**src/sv/fbce_pkg.sv**
```systemverilog
// ----------------------------------------------------------------------------
// fbce_pkg
// Types and constants shared by the block chain engine modules.
// ----------------------------------------------------------------------------
package fbce_pkg;

  localparam logic [15:0] LENGTH_LIMIT = 16'hFFFF;

  typedef enum logic [1:0] {
    ACT_CREATE = 2'd0,
    ACT_APPEND = 2'd1,
    ACT_READ   = 2'd2,
    ACT_DELETE = 2'd3
  } action_t;

  typedef enum logic [2:0] {
    ST_OK        = 3'd0,
    ST_EXISTS    = 3'd1,
    ST_FULL      = 3'd2,
    ST_NOT_FOUND = 3'd3,
    ST_DROPPED   = 3'd4,
    ST_EMPTY     = 3'd5,
    ST_BEYOND    = 3'd6
  } status_t;

  typedef enum logic [1:0] {
    LEN_ZERO,
    LEN_REC,
    LEN_INC
  } len_sel_t;

  typedef enum logic [4:0] {
    S_CLR, S_IDLE, S_SRD, S_SCK, S_DISP, S_BRD, S_BCK, S_CMK, S_AL1, S_AL2,
    S_AWR, S_RCHK, S_RNXT, S_RBYTE, S_DRD, S_DCK, S_DONE
  } state_t;

  typedef struct packed {
    logic     clr;
    logic     lat;
    logic     idx_clr;
    logic     idx_inc;
    logic     s_ck;
    logic     b_rd;
    logic     b_ck;
    logic     mk_create;
    logic     link_tail;
    logic     link_new;
    logic     a_wr;
    logic     walk_init;
    logic     r_nxt;
    logic     d_ck;
    logic     res_we;
    logic     res_byte;
    status_t  res_status;
    len_sel_t res_len;
  } cmd_t;

  typedef struct packed {
    action_t act;
    logic    c_last;
    logic    s_last;
    logic    b_last;
    logic    s_hit;
    logic    found;
    logic    free_slot;
    logic    b_free;
    logic    len_max;
    logic    fill_full;
    logic    len_zero;
    logic    beyond;
    logic    rem_ge;
    logic    is_end;
  } sts_t;

endpackage

```
**src/sv/fbce_ctrl.sv**
```systemverilog
// ----------------------------------------------------------------------------
// fbce_ctrl
// Sequencer for the block chain engine: scans, chain walks and result strobe.
// ----------------------------------------------------------------------------
module fbce_ctrl (
  input  logic           clk,
  input  logic           rst,
  input  logic           start,
  input  fbce_pkg::sts_t sts,
  output fbce_pkg::cmd_t cmd,
  output logic           busy,
  output logic           done
);

  fbce_pkg::state_t state, state_next;

  always_ff @(posedge clk) begin
    if (rst) begin
      state <= fbce_pkg::S_CLR;
    end else begin
      state <= state_next;
    end
  end

  always_comb begin
    state_next = state;
    unique case (state)
      fbce_pkg::S_CLR:   if (sts.c_last) state_next = fbce_pkg::S_IDLE;
      fbce_pkg::S_IDLE:  if (start) state_next = fbce_pkg::S_SRD;
      fbce_pkg::S_SRD:   state_next = fbce_pkg::S_SCK;
      fbce_pkg::S_SCK: begin
        if (sts.s_hit || sts.s_last) state_next = fbce_pkg::S_DISP;
        else state_next = fbce_pkg::S_SRD;
      end
      fbce_pkg::S_DISP: begin
        state_next = fbce_pkg::S_DONE;
        if (!sts.found) begin
          if (sts.act == fbce_pkg::ACT_CREATE && sts.free_slot) state_next = fbce_pkg::S_BRD;
        end else begin
          unique case (sts.act)
            fbce_pkg::ACT_CREATE: state_next = fbce_pkg::S_DONE;
            fbce_pkg::ACT_APPEND: begin
              if (sts.len_max) state_next = fbce_pkg::S_DONE;
              else if (sts.fill_full) state_next = fbce_pkg::S_BRD;
              else state_next = fbce_pkg::S_AWR;
            end
            fbce_pkg::ACT_READ: begin
              if (!sts.len_zero && !sts.beyond) state_next = fbce_pkg::S_RCHK;
            end
            fbce_pkg::ACT_DELETE: state_next = fbce_pkg::S_DRD;
            default: state_next = fbce_pkg::S_DONE;
          endcase
        end
      end
      fbce_pkg::S_BRD:   state_next = fbce_pkg::S_BCK;
      fbce_pkg::S_BCK: begin
        if (sts.b_free) begin
          state_next = (sts.act == fbce_pkg::ACT_CREATE) ? fbce_pkg::S_CMK : fbce_pkg::S_AL1;
        end else if (sts.b_last) begin
          state_next = fbce_pkg::S_DONE;
        end else begin
          state_next = fbce_pkg::S_BRD;
        end
      end
      fbce_pkg::S_CMK:   state_next = fbce_pkg::S_DONE;
      fbce_pkg::S_AL1:   state_next = fbce_pkg::S_AL2;
      fbce_pkg::S_AL2:   state_next = fbce_pkg::S_AWR;
      fbce_pkg::S_AWR:   state_next = fbce_pkg::S_DONE;
      fbce_pkg::S_RCHK:  state_next = sts.rem_ge ? fbce_pkg::S_RNXT : fbce_pkg::S_RBYTE;
      fbce_pkg::S_RNXT:  state_next = fbce_pkg::S_RCHK;
      fbce_pkg::S_RBYTE: state_next = fbce_pkg::S_DONE;
      fbce_pkg::S_DRD:   state_next = fbce_pkg::S_DCK;
      fbce_pkg::S_DCK:   state_next = sts.is_end ? fbce_pkg::S_DONE : fbce_pkg::S_DRD;
      fbce_pkg::S_DONE:  state_next = fbce_pkg::S_IDLE;
      default:           state_next = fbce_pkg::S_IDLE;
    endcase
  end

  always_comb begin
    cmd            = '0;
    cmd.res_status = fbce_pkg::ST_OK;
    cmd.res_len    = fbce_pkg::LEN_ZERO;
    busy           = (state != fbce_pkg::S_IDLE);
    done           = (state == fbce_pkg::S_DONE);
    unique case (state)
      fbce_pkg::S_CLR: begin
        cmd.clr     = 1'b1;
        cmd.idx_inc = 1'b1;
      end
      fbce_pkg::S_IDLE: begin
        cmd.lat     = start;
        cmd.idx_clr = start;
      end
      fbce_pkg::S_SCK: begin
        cmd.s_ck    = 1'b1;
        cmd.idx_inc = !sts.s_hit && !sts.s_last;
      end
      fbce_pkg::S_DISP: begin
        cmd.res_we = 1'b1;
        if (!sts.found) begin
          if (sts.act == fbce_pkg::ACT_CREATE) begin
            if (sts.free_slot) begin
              cmd.res_we  = 1'b0;
              cmd.idx_clr = 1'b1;
            end else begin
              cmd.res_status = fbce_pkg::ST_FULL;
            end
          end else begin
            cmd.res_status = fbce_pkg::ST_NOT_FOUND;
          end
        end else begin
          cmd.res_len = fbce_pkg::LEN_REC;
          unique case (sts.act)
            fbce_pkg::ACT_CREATE: cmd.res_status = fbce_pkg::ST_EXISTS;
            fbce_pkg::ACT_APPEND: begin
              if (sts.len_max) begin
                cmd.res_status = fbce_pkg::ST_DROPPED;
              end else begin
                cmd.res_we  = 1'b0;
                cmd.idx_clr = sts.fill_full;
              end
            end
            fbce_pkg::ACT_READ: begin
              if (sts.len_zero) begin
                cmd.res_status = fbce_pkg::ST_EMPTY;
              end else if (sts.beyond) begin
                cmd.res_status = fbce_pkg::ST_BEYOND;
              end else begin
                cmd.res_we    = 1'b0;
                cmd.walk_init = 1'b1;
              end
            end
            fbce_pkg::ACT_DELETE: begin
              cmd.res_we    = 1'b0;
              cmd.walk_init = 1'b1;
            end
            default: cmd.res_we = 1'b0;
          endcase
        end
      end
      fbce_pkg::S_BRD: cmd.b_rd = 1'b1;
      fbce_pkg::S_BCK: begin
        cmd.b_ck = 1'b1;
        if (!sts.b_free) begin
          if (sts.b_last) begin
            cmd.res_we     = 1'b1;
            cmd.res_status = fbce_pkg::ST_FULL;
            cmd.res_len    = (sts.act == fbce_pkg::ACT_CREATE) ? fbce_pkg::LEN_ZERO
                                                               : fbce_pkg::LEN_REC;
          end else begin
            cmd.idx_inc = 1'b1;
          end
        end
      end
      fbce_pkg::S_CMK: begin
        cmd.mk_create = 1'b1;
        cmd.res_we    = 1'b1;
      end
      fbce_pkg::S_AL1: cmd.link_tail = 1'b1;
      fbce_pkg::S_AL2: cmd.link_new = 1'b1;
      fbce_pkg::S_AWR: begin
        cmd.a_wr    = 1'b1;
        cmd.res_we  = 1'b1;
        cmd.res_len = fbce_pkg::LEN_INC;
      end
      fbce_pkg::S_RNXT: cmd.r_nxt = 1'b1;
      fbce_pkg::S_RBYTE: begin
        cmd.res_we   = 1'b1;
        cmd.res_byte = 1'b1;
        cmd.res_len  = fbce_pkg::LEN_REC;
      end
      fbce_pkg::S_DCK: begin
        cmd.d_ck   = 1'b1;
        cmd.res_we = sts.is_end;
      end
      default: begin
      end
    endcase
  end

endmodule

```
**config.mk**
```make
export PLATFORM = sky130hd
export DESIGN_NAME = fbce_ctrl
export DESIGN_NICKNAME = d
export VERILOG_FILES = /design/src/sv/fbce_pkg.sv /design/src/sv/fbce_ctrl.sv
export SDC_FILE = /design/constraint.sdc
export NUM_CORES = 1
export LEC_CHECK = 0
export BUFFER_PORTS_ARGS = -buffer_cell sky130_fd_sc_hd__buf_2
export CORE_UTILIZATION = 37
export CTS_BUF_LIST = sky130_fd_sc_hd__clkbuf_8
export DETAILED_ROUTE_END_ITERATION = 10
export GPL_ROUTABILITY_DRIVEN = 0
export HOLD_SLACK_MARGIN = 0.1
export PLACE_DENSITY = 0.65
export SETUP_SLACK_MARGIN = 0.02
export SYNTH_ARGS = -nofsm -noshare
export SYNTH_HDL_FRONTEND = slang
export SYNTH_SLANG_ARGS = --single-unit
export TNS_END_PERCENT = 50
```
**constraint.sdc**
```tcl
create_clock -name clk -period 1.8 [get_ports clk]
set_clock_uncertainty 0.05 [all_clocks]
set_input_delay 0.27 -clock clk [delete_from_list [all_inputs] [get_ports clk]]
set_output_delay 0.27 -clock clk [all_outputs]
set_load 0.02 [all_outputs]
```
==> results.txt, run 1 <==
Worst Hold Class: in2reg
Commonest non-fill, non-tap cell in the layout: buf_2
Highest-count cells in the layout ignoring fill and taps: buf_2, buf_4, nor2_1
Initial antenna violation count: 0
Final hold viol count: 0
Die area: 2550 um^2
Mean area per synthesized cell: 6.96 um^2
I/O Pins: 41
Post-DR wirelength/cell: 13.7 um
CTS tree: yes
Syn Std Cell Area: 870 um^2
Layout filler cell count: 217
Syn Nets: 143
Wirelength, routed: 2.86 mm
Port Buffer Count: 40
Grt ovf: 0
Reg area: 113 um^2
Number of vias per cell: 5.60
Top reg by flops: state
Largest stage delay on the critical path: 370 ps
Initial Utilization: 39.3%
Footprint of the multi-input gates: 763 um^2
Setup-failing EPs final: 1
DRC Markers: 0
FFs w/ async S/R, synth: 0%
Cell Rows: 17
Max_cap viols: 0
Cell breakdown of the critical path: nor3_4, nand3_2, o311ai_2, buf_4
PnR worst setup slack: -6.26 ps
Dominant cell type by area after synthesis: dfxtp_1
Die width: 50.5 um
Die H: 50.5 um
Area growth syn-to-layout: 55.8%
Cells after Synth: 125
Min Hold Slack: 244 ps
Iter 0 DRT Violations: 40
CP max-delay cell: dfxtp_4
Post-synth cell types: 48
Slew HR: 66.4%
Register area share after synthesis: 11.5%
Largest registers: state: 5 flops
Critical path class: reg2out
Overall global routing resource usage: 23.4%
Root buffer cell: clkbuf_8
Period utilization: 100%
Clock tree buffer depth: 2
Placed inst area: 1130 um^2
Vias: 1,170
Yosys Warn Count: 0
TritonCTS Buffers: 3
Peak supply drop: 0.399 mV
Worst EP required: 1480 ps
Peak Freq: 0.554 GHz
Drt first pass iters: 4
Core footprint: 2210 um^2
DP HPWL: 2.15 mm
Worst skew pair latency: 220 ps
Final min period: 1810 ps
# clock sinks: 5
#FFs+latches synth: 5
Crit Path Max Fanout: 8
Worst setup SP type: flip-flop
Largest register FFs: 5
Cell Pwr Density: 370 nW/um^2
Hold-fix buffers at CTS: 0
Nets: 200
Main synth FF type: dfxtp_1
# diodes: 0
CTS clk-pin slew, worst paths: 30 ps
Outcome: finished with violations
Synth top area share: 11.5%
Util after Layout: 61.3%
Critical path endpoint category: output port
EDFF count, synth: 0
Pin count of the biggest net entering global routing: 17
Synth area leaders: dfxtp_1, nor2_1, nand2b_1
Share of layout cells above drive strength 1: 48.6%
P_leak: 0.000604 uW
Slew Viols, Final: 0
Worst-Margin Slew: 498 ps
Fin area: 1360 um^2
Failing checks: negative setup slack
First-pass GRT wire length: 4.50 mm
# H-tree levels: 1
RSZ-0062 raised after global routing: yes
Vias in the first global route: 1,025
Post-route antenna net violation count: 0
Arrival time at the worst endpoint: 1490 ps
-- metal layers --
metal	global-route usage [%]	wire length, um	vias up
li1	-	-	579
met1	31.4	1300	536
met2	36.9	1360	48
met3	1.52	136	7
met4	13.0	57	0
met5	0	0	-
-- cell families (layout without fill, tap and decap cells) --
| kind of cell | Yosys count | after routing | synth area share (%) |
|---|---|---|---|
| simple gates | 69 | 69 | 47.1 |
| compound gates | 39 | 39 | 33.7 |
| buf+inv | 12 | 68 | 7.77 |
| flops | 5 | 5 | 11.5 |
-- critical path: cells and delay by family (launching register included) --
family / cells / cell delay, ps
flops: 1 / 370
simple gates: 2 / 430
compound gates: 1 / 280
buf+inv: 1 / 180
-- power by group --
group          switching, uW  internal [uW]
registers               7.13            112
clock network           52.5            146
logic                    105           78.7
-- repair_timing --
action                                  CTS  global route
setup buffers                             4             5
cloned                                    0             0
gates resized for setup                  21            15
endpoints found under the setup margin   10             8
pin swaps                                 9             7
-- layout make-up --
| class | instances | area share, % |
|---|---|---|
| Tap cell | 28 | 2.59 |
| Multi-Input combinational cell | 108 | 56.3 |
| Timing Repair Buffer | 59 | 28.1 |
| Clock buffer | 3 | 3.05 |
| Clock inverter | 1 | 0.277 |
| Inverter | 5 | 1.39 |
| Sequential cell | 5 | 8.31 |
-- cells in the mapped netlist (all sizes together), types with 2 or more instances --
library cell	instances
nor3b	3
and3	3
o211ai	2
inv	5
nor2	17
nand2	12
buf	6
nand3	4
nand3b	4
o21ai	9
dfxtp	5
a21oi	6
o22ai	2
a21o	2
and3b	2
nor3	8
a21boi	2
a41oi	3
nand2b	9
-- stage by stage --
stage               worst slack (ps)  instances  setup TNS, ps  power (uW)
floorplan                       86.7        125              0         225
global placement                96.9        196              0         281
detailed placement              52.7        196              0         283
CTS                            -6.89        204          -6.89         495
global route                   -75.5        209           -272         539
finish                         -6.26        209          -6.26         502
-- final timing paths --
check,startpoint,endpoint,slack [ps],cells past startpoint
max,state[3],cmd[17],-6,4
min,rst,state[4],240,2
max reg2reg,state[3],state[0],80,5
min reg2reg,state[1],state[0],740,4
Note: power is estimated with default switching activity, not from simulation.
==> run 2: changes to the inputs <==
- ABC_AREA: unset -> 1
- PLACE_DENSITY: 0.65 -> 0.67
==> run 2 against run 1 <==
Compared with the run above: the flow now finishes without violations; total power is 32% higher; highest routed layer is now met3; core utilization is 2.6 points higher; synthesized cell count is 16% higher; first-iteration DRC count is 2.5% lower; sequential share of layout area is 0.87 points higher; sequential power is 21% higher; clock power is 3% higher.
==> results.txt, run 2 <==
Pin count of the biggest net entering global routing: 8 (-9)
Outcome: finished clean
Setup-failing EPs final: 0 (-1)
Post-route antenna net violation count: 0 (unchanged)
# clock sinks: 5 (unchanged)
Cell Rows: 16 (-1)
Slew Viols, Final: 0 (unchanged)
Largest register FFs: 5 (unchanged)
Largest registers: state: 5 flops
Core footprint: 1940 um^2 (-12%)
Share of layout cells above drive strength 1: 45.5% (-3.1 points)
Crit Path Max Fanout: 7 (-1)
Wirelength, routed: 2.73 mm (-4.3%)
Overall global routing resource usage: 26.3% (+2.9 points)
Critical path class: reg2out
CTS tree: yes
Port Buffer Count: 40 (unchanged)
Yosys Warn Count: 0 (unchanged)
Initial antenna violation count: 0 (unchanged)
Cells after DPL: 215 (+9.7%)
Max_cap viols: 0 (unchanged)
Root buffer cell: clkbuf_8
Grt ovf: 0 (unchanged)
DRC Markers: 0 (unchanged)
Post-route insts no fill: 229 (+9.6%)
I/O Pins: 41 (unchanged)
Syn Std Cell Area: 761 um^2 (-13%)
Vias: 1,167 (-0.26%)
Synth top area share: 14.8% (+3.3 points)
Peak supply drop: 0.544 mV (+36%)
Die area: 2240 um^2 (-12%)
Number of vias per cell: 5.10 (-9.0%)
Final hold viol count: 0 (unchanged)
Final min period: 1730 ps (-76.6 ps)
Period utilization: 96.1% (-4.3 points)
Mean area per synthesized cell: 5.25 um^2 (-25%)
CTS clk-pin slew, worst paths: 40 ps (about the same)
Worst EP required: 1480 ps (about the same)
Peak Freq: 0.578 GHz (+4.4%)
TritonCTS Buffers: 3 (unchanged)
Worst Hold Class: in2reg
Slew HR: 77.0% (+11 points)
Die H: 47.3 um (-6.2%)
Worst-Margin Slew: 344 ps (-154 ps)
Synth area leaders: nand2_1, dfxtp_1, inv_1
Top reg by flops: state
Top cells by count, synth: nand2_1, inv_1, nor2_1
Drt first pass iters: 4 (unchanged)
Highest-count cells in the layout ignoring fill and taps: buf_2, nand2_1, inv_1
Commonest non-fill, non-tap cell in the layout: buf_2
EDFF count, synth: 0 (unchanged)
Arrival time at the worst endpoint: 1410 ps (-80 ps)
Hold-fix buffers at CTS: 0 (unchanged)
Worst setup SP type: flip-flop
Placed inst area: 1020 um^2 (-10%)
Cells after Synth: 145 (+16%)
Area growth syn-to-layout: 63.0%
Fin area: 1240 um^2 (-8.5%)
Main synth FF type: dfxtp_1
Post-synth cell types: 21 (-56%)
Nets: 221 (+11%)
DP HPWL: 2.09 mm (-2.7%)
Clock tree buffer depth: 2 (unchanged)
Dominant cell type by area after synthesis: nand2_1
Post-DR wirelength/cell: 11.9 um (-13%)
Cell Pwr Density: 535 nW/um^2 (+44%)
P_leak: 0.000727 uW (+20%)
FFs w/ async S/R, synth: 0% (unchanged)
Initial Utilization: 39.2% (-0.13 points)
# H-tree levels: 1 (unchanged)
Worst skew pair latency: 220 ps (about the same)
Syn Nets: 163 (+14%)
First-pass GRT wire length: 4.23 mm (-6.0%)
Register area share after synthesis: 13.2% (+1.6 points)
Critical path endpoint category: output port
Iter 0 DRT Violations: 39 (-2.5%)
Final Power: 663 uW (+32%)
#FFs+latches synth: 5 (unchanged)
Die width: 47.3 um (-6.2%)
RSZ-0062 raised after global routing: yes
Cell with the most instances after synthesis: nand2_1
Vias in the first global route: 1,028 (+0.29%)
# diodes: 0 (unchanged)
[run 2: cell count changes after synthesis, sizes merged, moves of 3 or more]
cell,delta
nor3,-6
nand4,+3
nand3b,-4
nand2,+21
nor3b,-3
and3,-3
buf,-4
nand3,+14
nand2b,-9
nor2,+14
inv,+22
[run 2: cell families after synthesis]
group,count (synthesis),synth area share [%]
flip-flops,5,13.2
AO/OA/AOI/OAI,22,16.4
buffers and inverters,29,15.3
AND/OR/NAND/NOR,89,55.1
[run 2: metal layers]
layer / track usage, % / wire length [um]
met1: 31.7 / 1150
met2: 48.5 / 1420
met3: 5.77 / 164
met4: 2.86 / 0
met5: 0 / 0
[run 2: worst paths after layout]
check	start	end	slack (ps)	cells past startpoint
hold / removal	rst	state[4]	220	2
setup reg to reg	state[2]	state[0]	380	10
setup / recovery	state[1]	cmd[0]	70	7
hold reg to reg	state[4]	state[0]	660	4
[run 2: repair_timing]
action	4_1_cts	5_1_grt
pin swaps	4	9
gates resized for setup	7	28
setup endpoints to repair	7	8
buffers inserted	7	3
[run 2: layout make-up]
| cell class | instances | area (um^2) |
|---|---|---|
| repair buffers | 55 | 325 |
| flip-flops and latches | 5 | 114 |
| clock inverters | 1 | 3.75 |
| well taps | 27 | 33.8 |
| multi-input cells | 111 | 613 |
| inverters | 27 | 109 |
| fillers | 190 | 702 |
| clock buffers | 3 | 41.3 |
[run 2: worst max-delay path, cell delays in order, from the launching register on]
cell and delay, ps:
dfxtp_4 380, inv_4 60, nor2_4 90, inv_2 60, nor2_4 170, nand3_2 90, o211ai_1 170, buf_4 170
[run 2: power by group]
group	internal [uW]	switching [uW]
combinational	119	195
clock	146	58.0
sequential	123	22.3
[run 2: through the flow]
stage | utilization (%) | setup slack (ps) | hold WS (ps) | TNS [ps]
5_1_grt | 63.9 | -13.7 | 241 | -17.5
3_5_place_dp | 52.4 | 62.7 | 458 | 0
3_3_place_gp | 52.4 | 85.1 | 454 | 0
6_report | 63.9 | 70.4 | 222 | 0
2_1_floorplan | - | 80.9 | 289 | 0
4_1_cts | 58.3 | 13.8 | 218 | 0
==> run 3: changes to the inputs <==
- clock period: 1.8 -> 1.67 ns (I/O delays scaled with it)
==> run 3 against run 2 <==
Compared with the run above: core utilization increased by 7.3 points; critical path depth increased by 2; non-clock buffer count increased by 4; flip-flop and latch count unchanged; setup slack got worse by 130 ps; the flow now finishes with violations (negative setup slack); highest routed layer is now met4; die area unchanged; count of clock-buffer cells in the layout unchanged; combinational power increased by 23%.
==> results.txt, run 3 (same netlist as run 2, synthesis figures left out) <==
Outcome: finished with violations
Setup-failing EPs final: 3 (+3)
Slew Viols, Final: 0 (unchanged)
Die H: 47.3 um (unchanged)
I/O Pins: 41 (unchanged)
Setup TNS: -127 ps (-127 ps)
Die width: 47.3 um (unchanged)
Grt ovf: 0 (unchanged)
Worst setup SP type: flip-flop
DRC Markers: 0 (unchanged)
Iter 0 DRT Violations: 28 (-28%)
Number of vias per cell: 5.19 (+1.8%)
Period utilization: 104%
First-pass GRT wire length: 4.06 mm (-3.9%)
# diodes: 0 (unchanged)
Wirelength, routed: 3.04 mm (+11%)
Final hold viol count: 0 (unchanged)
P_leak: 0.000761 uW (+4.8%)
Worst skew pair latency: 230 ps (about the same)
P_sw: 327 uW (+19%)
Clock tree buffer depth: 2 (unchanged)
Vias in the first global route: 971 (-5.5%)
CTS tree: yes
# clock sinks: 5 (unchanged)
PnR worst setup slack: -64.3 ps (-135 ps)
Pin count of the biggest net entering global routing: 8 (unchanged)
Crit Path Max Fanout: 4 (-3)
Pre-CTS WS: 80.5 ps (+17.8 ps)
Combinational share of power: 50.0% (+2.7 points)
Area growth syn-to-layout: 81.6%
Vias: 1,209 (+3.6%)
Min Hold Slack: 212 ps (-9.95 ps)
Failing checks: negative setup slack
Hold-fix buffers at CTS: 0 (unchanged)
Cell Rows: 16 (unchanged)
Arrival time at the worst endpoint: 1430 ps (+20 ps)
Post-DR wirelength/cell: 13.1 um (+9.4%)
Critical path class: reg2out
Share of layout cells above drive strength 1: 49.5% (+4.0 points)
Worst EP required: 1370 ps (-110 ps)
Seq pwr share: 20.2% (-1.7 points)
Nets: 225 (+1.8%)
Worst-Margin Slew: 343 ps (-0.622 ps)
Drt first pass iters: 4 (unchanged)
Port Buffer Count: 40 (unchanged)
Final min period: 1730 ps
Post-route antenna net violation count: 0 (unchanged)
Peak supply drop: 0.472 mV (-13%)
Highest-count cells in the layout ignoring fill and taps: buf_2, nand2_1, inv_1
Commonest non-fill, non-tap cell in the layout: buf_2
Core footprint: 1940 um^2 (unchanged)
Fin area: 1380 um^2 (+11%)
Worst Hold Class: in2reg
Die area: 2240 um^2 (unchanged)
# H-tree levels: 1 (unchanged)
Slew HR: 77.1% (about the same)
Placed inst area: 1040 um^2 (+2.7%)
Clock power share: 29.8% (-1.0 points)
CTS clk-pin slew, worst paths: 40 ps (about the same)
Critical path endpoint category: output port
Root buffer cell: clkbuf_8
Largest registers: state: 5 flops
Switching share of power: 42.4% (+0.91 points)
P_int: 445 uW (+15%)
RSZ-0062 raised after global routing: yes
Peak Freq: 0.577 GHz
Layout filler cell count: 184 (-3.2%)
Initial Utilization: 39.2% (unchanged)
Max_cap viols: 0 (unchanged)
Cell Pwr Density: 559 nW/um^2 (+4.6%)
Initial antenna violation count: 0 (unchanged)
Largest register FFs: 5 (unchanged)
DP HPWL: 2.05 mm (-2.1%)
TritonCTS Buffers: 3 (unchanged)
Top reg by flops: state
Overall global routing resource usage: 26.1% (-0.16 points)
[run 3: power by group through the flow]
stage	logic [uW]	clock network, uW	registers (uW)
2_1_floorplan	189	0	143
3_3_place_gp	300	0	146
3_5_place_dp	301	0	146
4_1_cts	328	228	150
5_1_grt	417	239	157
6_report	386	230	156
[run 3: per-stage QoR]
stage	std cells	utilization (%)	power [uW]
after floorplan	145	-	332
after global placement	217	53.8	446
after detailed placement	217	53.8	447
after CTS	230	63.6	706
after global routing	233	71.1	813
final	233	71.1	773
[run 3: cell type report]
class,instances,area [um^2],share of cell area [%]
multi-input cells,111,676,48.9
clock buffers,3,41.3,2.99
flip-flops and latches,5,114,8.24
repair buffers,59,404,29.3
clock inverters,1,3.75,0.272
well taps,27,33.8,2.45
inverters,27,109,7.88
[run 3: final timing paths]
kind,start,depth (start not counted),end,slack [ps]
max reg2reg,state[2],12,state[1],100
min reg2reg,state[4],4,state[0],650
min,rst,2,state[1],210
max,state[3],9,cmd[6],-60
[run 3: repair_timing]
item,in CTS,in global routing
gates resized for setup,25,34
endpoints found under the setup margin,9,17
pin swaps,10,12
buffers inserted,9,4
[run 3: worst max-delay path: stages, from the launching register on]
cell	delay, ps
dfxtp_2	350
inv_4	50
nand2_2	70
nor2_4	50
buf_4	150
nand2_1	80
nand4_1	130
nor2_2	120
inv_1	60
buf_6	130
[run 3: layer usage]
metal / track usage [%] / wire (um)
met5: 0 / 0
met4: 13.1 / 93
met3: 3.85 / 190
met2: 43.8 / 1530
met1: 32.1 / 1230
